===== config.mk =====
export PLATFORM = sky130hd
export DESIGN_NAME = query_cookie_param_decoder_top
export DESIGN_NICKNAME = d
export VERILOG_FILES = /design/src/rtl/qcpd_pkg.sv /design/src/rtl/query_cookie_param_decoder_top.sv
export VERILOG_INCLUDE_DIRS = /design/src /design/src/rtl
export SDC_FILE = /design/constraint.sdc
export NUM_CORES = 1
export LEC_CHECK = 0
export ABC_AREA = 1
export BUFFER_PORTS_ARGS = -buffer_cell sky130_fd_sc_hd__buf_2
export CAP_MARGIN = 20
export CORE_MARGIN = 8
export CORE_UTILIZATION = 62
export CTS_BUF_LIST = sky130_fd_sc_hd__clkbuf_4
export CTS_CLUSTER_DIAMETER = 80
export DETAILED_ROUTE_END_ITERATION = 6
export PLACE_DENSITY = 0.8
export SLEW_MARGIN = 15
export SYNTH_ARGS = -nofsm -noshare
export SYNTH_HDL_FRONTEND = slang
export SYNTH_SLANG_ARGS = --single-unit

===== constraint.sdc =====
create_clock -name i_clk -period 4.4 [get_ports i_clk]
set_clock_uncertainty 0.05 [all_clocks]
set_input_delay 0.88 -clock i_clk [delete_from_list [all_inputs] [get_ports i_clk]]
set_output_delay 0.88 -clock i_clk [all_outputs]
set_load 0.05 [all_outputs]

===== src/rtl/query_cookie_param_decoder_top_assert.svh =====
// ----------------------------------------------------------------------------
// Query/cookie decoder assertion macros
// Assertion macros shared by the query/cookie decoder RTL.
// ----------------------------------------------------------------------------
`ifndef QUERY_COOKIE_PARAM_DECODER_TOP_ASSERT_SVH
`define QUERY_COOKIE_PARAM_DECODER_TOP_ASSERT_SVH

// The consequent must hold in the same cycle as the antecedent.
`define QCPD_ASSERT_SAME(label, clk, rst_n, ante, cons) \
    label: assert property (@(posedge clk) disable iff (!rst_n) (ante) |-> (cons)) \
        else $error("qcpd assertion failed");

// The consequent must hold in the cycle after the antecedent.
`define QCPD_ASSERT_NEXT(label, clk, rst_n, ante, cons) \
    label: assert property (@(posedge clk) disable iff (!rst_n) (ante) |=> (cons)) \
        else $error("qcpd assertion failed");

`endif


===== src/rtl/qcpd_pkg.sv =====
// ----------------------------------------------------------------------------
// qcpd_pkg
// Types, character codes and helpers for the query/cookie parameter decoder.
// ----------------------------------------------------------------------------
`default_nettype none

package qcpd_pkg;

    localparam logic [7:0] CH_PERCENT = 8'h25;
    localparam logic [7:0] CH_PLUS    = 8'h2B;
    localparam logic [7:0] CH_EQUALS  = 8'h3D;
    localparam logic [7:0] CH_AMP     = 8'h26;
    localparam logic [7:0] CH_SEMI    = 8'h3B;
    localparam logic [7:0] CH_SPACE   = 8'h20;

    // Configuration register indexes.
    localparam logic CFG_COOKIE_MODE = 1'b0;
    localparam logic CFG_MAX_TOKENS  = 1'b1;

    typedef enum logic [1:0] {
        ESC_IDLE   = 2'd0,
        ESC_FIRST  = 2'd1,
        ESC_SECOND = 2'd2
    } t_esc_phase;

    typedef struct packed {
        logic [7:0] out_byte;
        logic       byte_valid;
        logic       token_end;
        logic       token_is_key;
        logic       token_kept;
        logic [7:0] token_count;
        logic       overflow;
        logic       string_done;
        logic       run_last;
    } t_result;

    // Bit 4 flags a hex digit, bits 3..0 hold its value.
    function automatic logic [4:0] hex_digit(input logic [7:0] b);
        logic [4:0] r;
        r = 5'd0;
        if (b >= 8'h30 && b <= 8'h39) begin
            r = {1'b1, 4'(b - 8'h30)};
        end else if (b >= 8'h61 && b <= 8'h66) begin
            r = {1'b1, 4'(b - 8'h57)};
        end else if (b >= 8'h41 && b <= 8'h46) begin
            r = {1'b1, 4'(b - 8'h37)};
        end
        return r;
    endfunction

endpackage

`default_nettype wire


===== src/rtl/query_cookie_param_decoder_top.sv =====
// A result enters the queue register and appears on the master side in the cycle
// after its byte is accepted, when no older results wait in the queue.
// Throughput: one byte per cycle while the result side keeps up; the last byte of a
// string gives two results when the byte itself yields one (a decoded byte or a token
// end) and the three-entry result queue absorbs the extra result.
// Reset: synchronous, active low; parser state, queue count and registers return to
// their reset values (query mode, token limit 255).
// ----------------------------------------------------------------------------
// query_cookie_param_decoder_top
// Streaming urlencoded query / cookie string tokenizer and percent-decoder.
// ----------------------------------------------------------------------------
`default_nettype none

`include "query_cookie_param_decoder_top_assert.svh"

module query_cookie_param_decoder_top
    import qcpd_pkg::*;
#(
    parameter int MAX_TOKENS = 255
) (
    input  wire logic        i_clk,
    input  wire logic        i_rst_n,
    // Configuration write port.
    input  wire logic        i_cfg_we,
    input  wire logic        i_cfg_index,
    input  wire logic [7:0]  i_cfg_wdata,
    // Input stream.
    input  wire logic        i_s_axis_tvalid,
    output logic             o_s_axis_tready,
    input  wire logic [7:0]  i_s_axis_tdata,   // [7:0] in_byte
    input  wire logic        i_s_axis_tlast,   // string_end
    // Result stream.
    output logic             o_m_axis_tvalid,
    input  wire logic        i_m_axis_tready,
    // [7:0] out_byte, [8] byte_valid, [9] token_end, [10] token_is_key,
    // [11] token_kept, [19:12] token_count, [20] overflow, [21] string_done,
    // [23:22] zero
    output logic [23:0]      o_m_axis_tdata,
    output logic             o_m_axis_tlast    // run_last
);

    // The limit in force is the smaller of the register and the parameter. The
    // register is 8 bits wide, so the cap never needs more than 8 bits.
    localparam int         LIM_CAP = (MAX_TOKENS < 255) ? MAX_TOKENS : 255;
    localparam logic [7:0] CAP8    = 8'(LIM_CAP);
    localparam int         QDEPTH  = 3;

    // Configuration registers.
    logic       r_cookie_mode;
    logic [7:0] r_max_tokens;

    // Parser state.
    t_esc_phase r_esc_phase,     n_esc_phase;
    logic [4:0] r_esc_digit,     n_esc_digit;
    logic       r_seg_started,   n_seg_started;
    logic       r_seg_trunc,     n_seg_trunc;
    logic       r_value_pending, n_value_pending;
    logic [7:0] r_tokens,        n_tokens;
    logic       r_stopped,       n_stopped;

    // Result queue: entry 0 is the head.
    t_result    r_q [QDEPTH];
    t_result    n_q [QDEPTH];
    logic [1:0] r_cnt, n_cnt;

    logic       w_accept;
    logic       w_pop;
    logic [1:0] w_base;
    logic [7:0] w_limit;
    logic [7:0] w_b;
    logic       w_last;
    logic       w_is_eq;
    logic       w_is_sep;
    logic       w_hold_space;
    logic [4:0] w_hex;
    logic       w_a_valid;
    logic       w_b_valid;
    t_result    w_res_a;
    t_result    w_res_b;
    t_result    w_first;
    logic [1:0] w_nres;
    logic [1:0] w_slot1;

    assign w_limit = (r_max_tokens < CAP8) ? r_max_tokens : CAP8;
    assign w_b     = i_s_axis_tdata;
    assign w_last  = i_s_axis_tlast;
    assign w_hex   = hex_digit(w_b);

    // Ready whenever two free entries remain after this cycle's pop, so a byte
    // can be taken while older results still wait downstream.
    assign w_pop           = (r_cnt != 2'd0) && i_m_axis_tready;
    assign w_base          = r_cnt - {1'b0, w_pop};
    assign o_s_axis_tready = (w_base <= 2'd1);
    assign w_accept        = i_s_axis_tvalid && o_s_axis_tready;

    // Decode one byte. Result A comes from the byte itself, result B from the
    // end of the string. State moves through both steps in that order.
    always_comb begin
        n_esc_phase     = r_esc_phase;
        n_esc_digit     = r_esc_digit;
        n_seg_started   = r_seg_started;
        n_seg_trunc     = r_seg_trunc;
        n_value_pending = r_value_pending;
        n_tokens        = r_tokens;
        n_stopped       = r_stopped;
        w_a_valid       = 1'b0;
        w_b_valid       = 1'b0;
        w_res_a         = '0;
        w_res_b         = '0;

        w_is_eq      = (w_b == CH_EQUALS);
        w_is_sep     = r_cookie_mode ? (w_b == CH_SEMI) : (w_b == CH_AMP);
        w_hold_space = r_cookie_mode && (w_b == CH_SPACE);

        if (!r_stopped) begin
            if (w_hold_space) begin
                // A space after the first byte cuts the cookie token, and any
                // open escape is dropped with the rest.
                if (r_seg_started && !r_seg_trunc) begin
                    n_seg_trunc = 1'b1;
                    n_esc_phase = ESC_IDLE;
                    n_esc_digit = 5'd0;
                end
            end else if (w_is_eq || w_is_sep) begin
                n_value_pending      = w_is_eq;
                w_a_valid            = 1'b1;
                w_res_a.token_end    = 1'b1;
                w_res_a.token_is_key = w_is_eq;
                if (r_tokens >= w_limit) begin
                    n_stopped = 1'b1;
                end else begin
                    n_tokens           = r_tokens + 8'd1;
                    w_res_a.token_kept = 1'b1;
                end
                n_esc_phase   = ESC_IDLE;
                n_esc_digit   = 5'd0;
                n_seg_started = 1'b0;
                n_seg_trunc   = 1'b0;
            end else begin
                n_seg_started = 1'b1;
                if (!r_seg_trunc) begin
                    unique case (r_esc_phase)
                        ESC_IDLE: begin
                            if (w_b == CH_PERCENT) begin
                                n_esc_phase = ESC_FIRST;
                            end else if (!r_cookie_mode && (w_b == CH_PLUS)) begin
                                w_a_valid          = 1'b1;
                                w_res_a.byte_valid = 1'b1;
                                w_res_a.out_byte   = CH_SPACE;
                            end else begin
                                w_a_valid          = 1'b1;
                                w_res_a.byte_valid = 1'b1;
                                w_res_a.out_byte   = w_b;
                            end
                        end
                        ESC_FIRST: begin
                            n_esc_digit = w_hex;
                            n_esc_phase = ESC_SECOND;
                        end
                        default: begin
                            // A non-hex first digit gives zero; a non-hex second
                            // digit leaves the first digit's value alone.
                            w_a_valid          = 1'b1;
                            w_res_a.byte_valid = 1'b1;
                            if (r_esc_digit[4]) begin
                                w_res_a.out_byte = w_hex[4] ?
                                    {r_esc_digit[3:0], w_hex[3:0]} :
                                    {4'd0, r_esc_digit[3:0]};
                            end
                            n_esc_phase = ESC_IDLE;
                            n_esc_digit = 5'd0;
                        end
                    endcase
                end
            end
        end

        w_res_a.token_count = n_tokens;
        w_res_a.overflow    = n_stopped;
        w_res_a.run_last    = !w_last;

        if (w_last) begin
            w_b_valid           = 1'b1;
            w_res_b.string_done = 1'b1;
            w_res_b.run_last    = 1'b1;
            if (!n_stopped) begin
                // The final segment is stored only when it follows an '='.
                w_res_b.token_end = 1'b1;
                if (n_value_pending) begin
                    if (n_tokens >= w_limit) begin
                        n_stopped = 1'b1;
                    end else begin
                        n_tokens           = n_tokens + 8'd1;
                        w_res_b.token_kept = 1'b1;
                    end
                end
            end
            w_res_b.token_count = n_tokens;
            w_res_b.overflow    = n_stopped;
            // Back to a clean parser for the next string.
            n_esc_phase     = ESC_IDLE;
            n_esc_digit     = 5'd0;
            n_seg_started   = 1'b0;
            n_seg_trunc     = 1'b0;
            n_value_pending = 1'b0;
            n_tokens        = 8'd0;
            n_stopped       = 1'b0;
        end
    end

    // Queue update: shift on pop, then append this byte's results behind the
    // entries that remain.
    assign w_first = w_a_valid ? w_res_a : w_res_b;
    assign w_nres  = {1'b0, w_a_valid} + {1'b0, w_b_valid};
    assign w_slot1 = w_base + 2'd1;

    always_comb begin
        for (int i = 0; i < QDEPTH; i++) begin
            n_q[i] = r_q[i];
        end
        if (w_pop) begin
            for (int i = 0; i < QDEPTH - 1; i++) begin
                n_q[i] = r_q[i + 1];
            end
        end
        for (int i = 0; i < QDEPTH; i++) begin
            if (w_accept && (w_nres != 2'd0) && (2'(i) == w_base)) begin
                n_q[i] = w_first;
            end
            if (w_accept && (w_nres == 2'd2) && (2'(i) == w_slot1)) begin
                n_q[i] = w_res_b;
            end
        end
        n_cnt = w_accept ? (w_base + w_nres) : w_base;
    end

    always_ff @(posedge i_clk) begin
        if (!i_rst_n) begin
            r_cookie_mode   <= 1'b0;
            r_max_tokens    <= 8'd255;
            r_esc_phase     <= ESC_IDLE;
            r_esc_digit     <= 5'd0;
            r_seg_started   <= 1'b0;
            r_seg_trunc     <= 1'b0;
            r_value_pending <= 1'b0;
            r_tokens        <= 8'd0;
            r_stopped       <= 1'b0;
            r_cnt           <= 2'd0;
        end else begin
            if (i_cfg_we) begin
                unique case (i_cfg_index)
                    CFG_COOKIE_MODE: r_cookie_mode <= i_cfg_wdata[0];
                    CFG_MAX_TOKENS:  r_max_tokens  <= i_cfg_wdata;
                endcase
            end
            if (w_accept) begin
                r_esc_phase     <= n_esc_phase;
                r_esc_digit     <= n_esc_digit;
                r_seg_started   <= n_seg_started;
                r_seg_trunc     <= n_seg_trunc;
                r_value_pending <= n_value_pending;
                r_tokens        <= n_tokens;
                r_stopped       <= n_stopped;
            end
            r_cnt <= n_cnt;
        end
    end

    // Queue payload carries no reset.
    always_ff @(posedge i_clk) begin
        for (int i = 0; i < QDEPTH; i++) begin
            r_q[i] <= n_q[i];
        end
    end

    assign o_m_axis_tvalid = (r_cnt != 2'd0);
    assign o_m_axis_tdata  = {2'b00, r_q[0].string_done, r_q[0].overflow,
                              r_q[0].token_count, r_q[0].token_kept,
                              r_q[0].token_is_key, r_q[0].token_end,
                              r_q[0].byte_valid, r_q[0].out_byte};
    assign o_m_axis_tlast  = r_q[0].run_last;

    // The stored token count never passes the limit in force.
    `QCPD_ASSERT_SAME(a_tokens_in_limit, i_clk, i_rst_n, 1'b1, r_tokens <= w_limit)
    // The last byte of a string leaves a clean count and no overflow.
    `QCPD_ASSERT_NEXT(a_string_clears, i_clk, i_rst_n, w_accept && w_last,
                      (r_tokens == 8'd0) && !r_stopped && !r_value_pending)
    // A push never overruns the queue.
    `QCPD_ASSERT_SAME(a_queue_room, i_clk, i_rst_n, w_accept,
                      ({1'b0, w_base} + {1'b0, w_nres}) <= 3'(QDEPTH))

endmodule

`default_nettype wire


==> flow_summary.ini <==
[worst_hold_path]
holdCritPathClass = reg -> reg
hp-start = r_q[0][58]$_SDFFE_PP0P_

[clock_tree]
cts_buffer_depth = 2
cts_hold_buf = 0
root_buffer = clkbuf_4
cts_buffers = 9
cts_resized = 0
cts_tree = done
h-tree-depth = 3
cts_sinks = 99
postCtsSetupBuffers = 0
clkTransAtPathRegs_ns = 0.17
clk_latency_ns = 0.45

[worst_setup_path]
path_buf_inv = 4
slowest_delay_ns = 0.40
cpMostUsedCell = nand2_1
slowest_stage = dfxtp_1
critPathLaunchType = flop
critPathMaxFanout = 7
critPathTopFamily = simple AND/OR/NAND/NOR gates
end_kind = flop
cp_data_arrival_time_ns = 4.20
required_ns = 4.58
critical_path_class = reg -> reg
critPathLaunch = r_tokens[0]$_SDFFE_PN0P_
r2r-start = r_tokens[0]$_SDFFE_PN0P_

[yosys]
syn_area_um2 = 5715
avgSynthCellArea_um2 = 7.621
ys_warn_count = 0
synth-seq-area-share = 0.4151
ys_types = 49
synthCells = 750
synth-seq-cells = 99

[placed_design]
dpl_cell_area_um2 = 5913
post-dp-hpwl_um = 9829
gp_congestion = 0.9203
dp_cells = 874
numPortBuffers = 47
dp_slack_ns = -0.03141

[global_routing]
grt_pass1_wl_um = 21690
antenna_found_initial = 0
grtUsageTotal = 0.2063
grt_max_degree = 33
grt_overflow = 0
first_global_vias = 4583

[sta]
slew_violations = 0
fin_crit_sh = 0.9134
layout_setup_ws_ns = 0.3813
tns_ns = 0
slew_headroom = 0.3001
hold_viol_final = 0
whs_ns = 0.4008
post-route-min-period_ns = 4.019
tightestPinTransition_ns = 1.046
setup_viol = 0
fmax_mhz = 248.8

[floorplan]
fp.dieH_um = 112.0
rows = 35
die_w_um = 112.0
die-area_um2 = 12550
ioPinCount = 50
start_util = 0.6275
core_area_um2 = 9109

[pwr]
p_clk_frac = 0.137
swShare = 0.4705
internal_power_mw = 1.845
p_per_area_nw_per_um2 = 575.1
p_switching_mw = 1.639
seqPwrFrac = 0.389
comb_power_share = 0.474
vdd_drop_max_mv = 0.2829
power_leakage_nw = 2.820

[final_layout]
final_area_um2 = 6058
instances_no_fill = 890
final_layout_size_suffix_gt1_frac = 0.1348
nets = 822
diodes = 0
syn_to_final_growth_pct = 5.998

[routing]
first_pass_iters = 5
ant_nets = 0
avgViaCountPerCell = 5.509
first_iter_violations = 331
wl_per_cell_um = 14.40
routed-via-count = 4903
drc = 0
drt-total-wl_um = 12820

[run_status]
run_status = finished clean

[flow_run]
drv_cap = 0
[Yosys cell counts, drive strengths merged]
master | count | area [µm²]
dfxtp | 60 | 1201
o31ai | 2 | 15.01
nor3 | 6 | 41.29
o22ai | 8 | 50.05
nand4 | 8 | 56.30
ha | 25 | 312.8
nand2 | 196 | 765.7
xor2 | 6 | 75.08
or2 | 4 | 25.03
a221oi | 1 | 8.760
clkbuf | 19 | 71.32
o2111ai | 1 | 8.760
a21boi | 2 | 15.01
o21a | 4 | 30.03
and3 | 1 | 6.260
o32ai | 3 | 26.28
inv | 94 | 352.8
nor2 | 64 | 269.0
a32o | 1 | 10.01
nand3 | 67 | 362.9
a211oi | 1 | 7.510
xnor2 | 2 | 17.52
edfxtp | 39 | 1171
o21ai | 38 | 193.9
a21oi | 39 | 195.2
o21bai | 1 | 7.510
o311ai | 2 | 17.52
clkinv | 3 | 11.26
buf | 28 | 201.4
o211ai | 22 | 165.2
conb | 1 | 3.750
mux2i | 2 | 20.02
[per-layer routing]
metal,track usage,wire length [µm]
met1,0.2794,5967
met2,0.3279,5808
met3,0.04777,944
met4,0.04676,98
met5,0,0
[logic make-up after synthesis]
family / Yosys count / synth area share
adder cells (fa/ha/maj): 25 / 0.05473
buffers and inverters: 144 / 0.1114
other: 1 / 0.0006561
AND/OR/NAND/NOR: 346 / 0.2671
multiplexers: 2 / 0.003503
flip-flops: 99 / 0.4151
AO/OA/AOI/OAI: 125 / 0.1314
XOR/XNOR: 8 / 0.01620
[path summary, 6_finish.rpt]
kind	endpoint	cells after the start	slack, ns
worst min register to register	r_q[0][58]$_SDFFE_PP0P_	2	0.40
worst max register to register	r_q[0][27]$_DFFE_PP_	25	0.38
worst min-delay path	r_q[0][58]$_SDFFE_PP0P_	2	0.40
worst max-delay path	r_q[0][27]$_DFFE_PP_	25	0.38
[layout by cell type, fill, tap and decap left out, types with 3 or more instances in the layout]
| cell type | netlist | final |
|---|---|---|
| buf_2 | 2 | 47 |
| clkinv_1 | 3 | 3 |
| nor3_1 | 5 | 5 |
| edfxtp_1 | 39 | 39 |
| nor2_2 | 2 | 5 |
| inv_2 | 5 | 5 |
| nand3_1 | 63 | 62 |
| nor2_1 | 60 | 57 |
| inv_1 | 89 | 89 |
| o32ai_1 | 3 | 3 |
| o22ai_1 | 8 | 8 |
| o21ai_1 | 9 | 9 |
| ha_1 | 25 | 25 |
| nand2_4 | 3 | 3 |
| dfxtp_1 | 60 | 60 |
| clkbuf_4 | 0 | 9 |
| o21a_1 | 4 | 4 |
| xor2_1 | 3 | 3 |
| a21oi_1 | 39 | 39 |
| o211ai_1 | 22 | 22 |
| buf_4 | 25 | 12 |
| inv_6 | 0 | 4 |
| nand2_1 | 190 | 190 |
| o21ai_0 | 28 | 28 |
| nand4_1 | 7 | 7 |
| nand2_2 | 3 | 3 |
| nand3_2 | 3 | 4 |
| xor2_2 | 3 | 3 |
[area by class of cell]
type,instances,area [µm²]
clock buffer,9,67.56
clock inverter,7,67.56
fill,793,3050
inverter,97,364.1
multi-input combinational,508,2723
sequential,99,2372
tap,111,138.9
timing repair buffer,59,325.3
[power by group through the flow]
stage	Sequential, mW	Combinational [mW]	Clock (mW)
final	1.36	1.65	0.476
after global routing	1.38	1.80	0.516
after CTS	1.36	1.65	0.484
after detailed placement	1.38	1.65	0
after global placement	1.37	1.61	0
after floorplan	1.38	1.35	0
[sequential cells by signal, summed over array words and instances, names as in the netlist]
| name | cells |
|---|---|
| r_q | 69 |
| r_max_tokens | 8 |
| r_tokens | 8 |
| r_esc_digit | 5 |
| r_cnt | 2 |
| r_esc_phase | 2 |
| r_cookie_mode | 1 |
| r_seg_started | 1 |
| r_seg_trunc | 1 |
| r_stopped | 1 |
| r_value_pending | 1 |
[worst register-to-register path: cells and delay by family (launching register included)]
kind | cells | cell delay [ns]
xor gates and xnor gates | 1 | 0.17
DFF | 1 | 0.40
buffers and inverters | 4 | 0.43
and+or+nand+nor | 15 | 1.36
AOI/OAI and AO/OA | 3 | 0.75
adders and majority gates | 2 | 0.62
[stage by stage]
step	power, mW	utilization
2_1_floorplan	2.730	-
3_3_place_gp	2.981	0.6484
3_5_place_dp	3.028	0.6492
4_1_cts	3.493	0.6640
5_1_grt	3.703	0.6651
6_report	3.484	0.6651
Note: power is estimated with default switching activity, not from simulation.
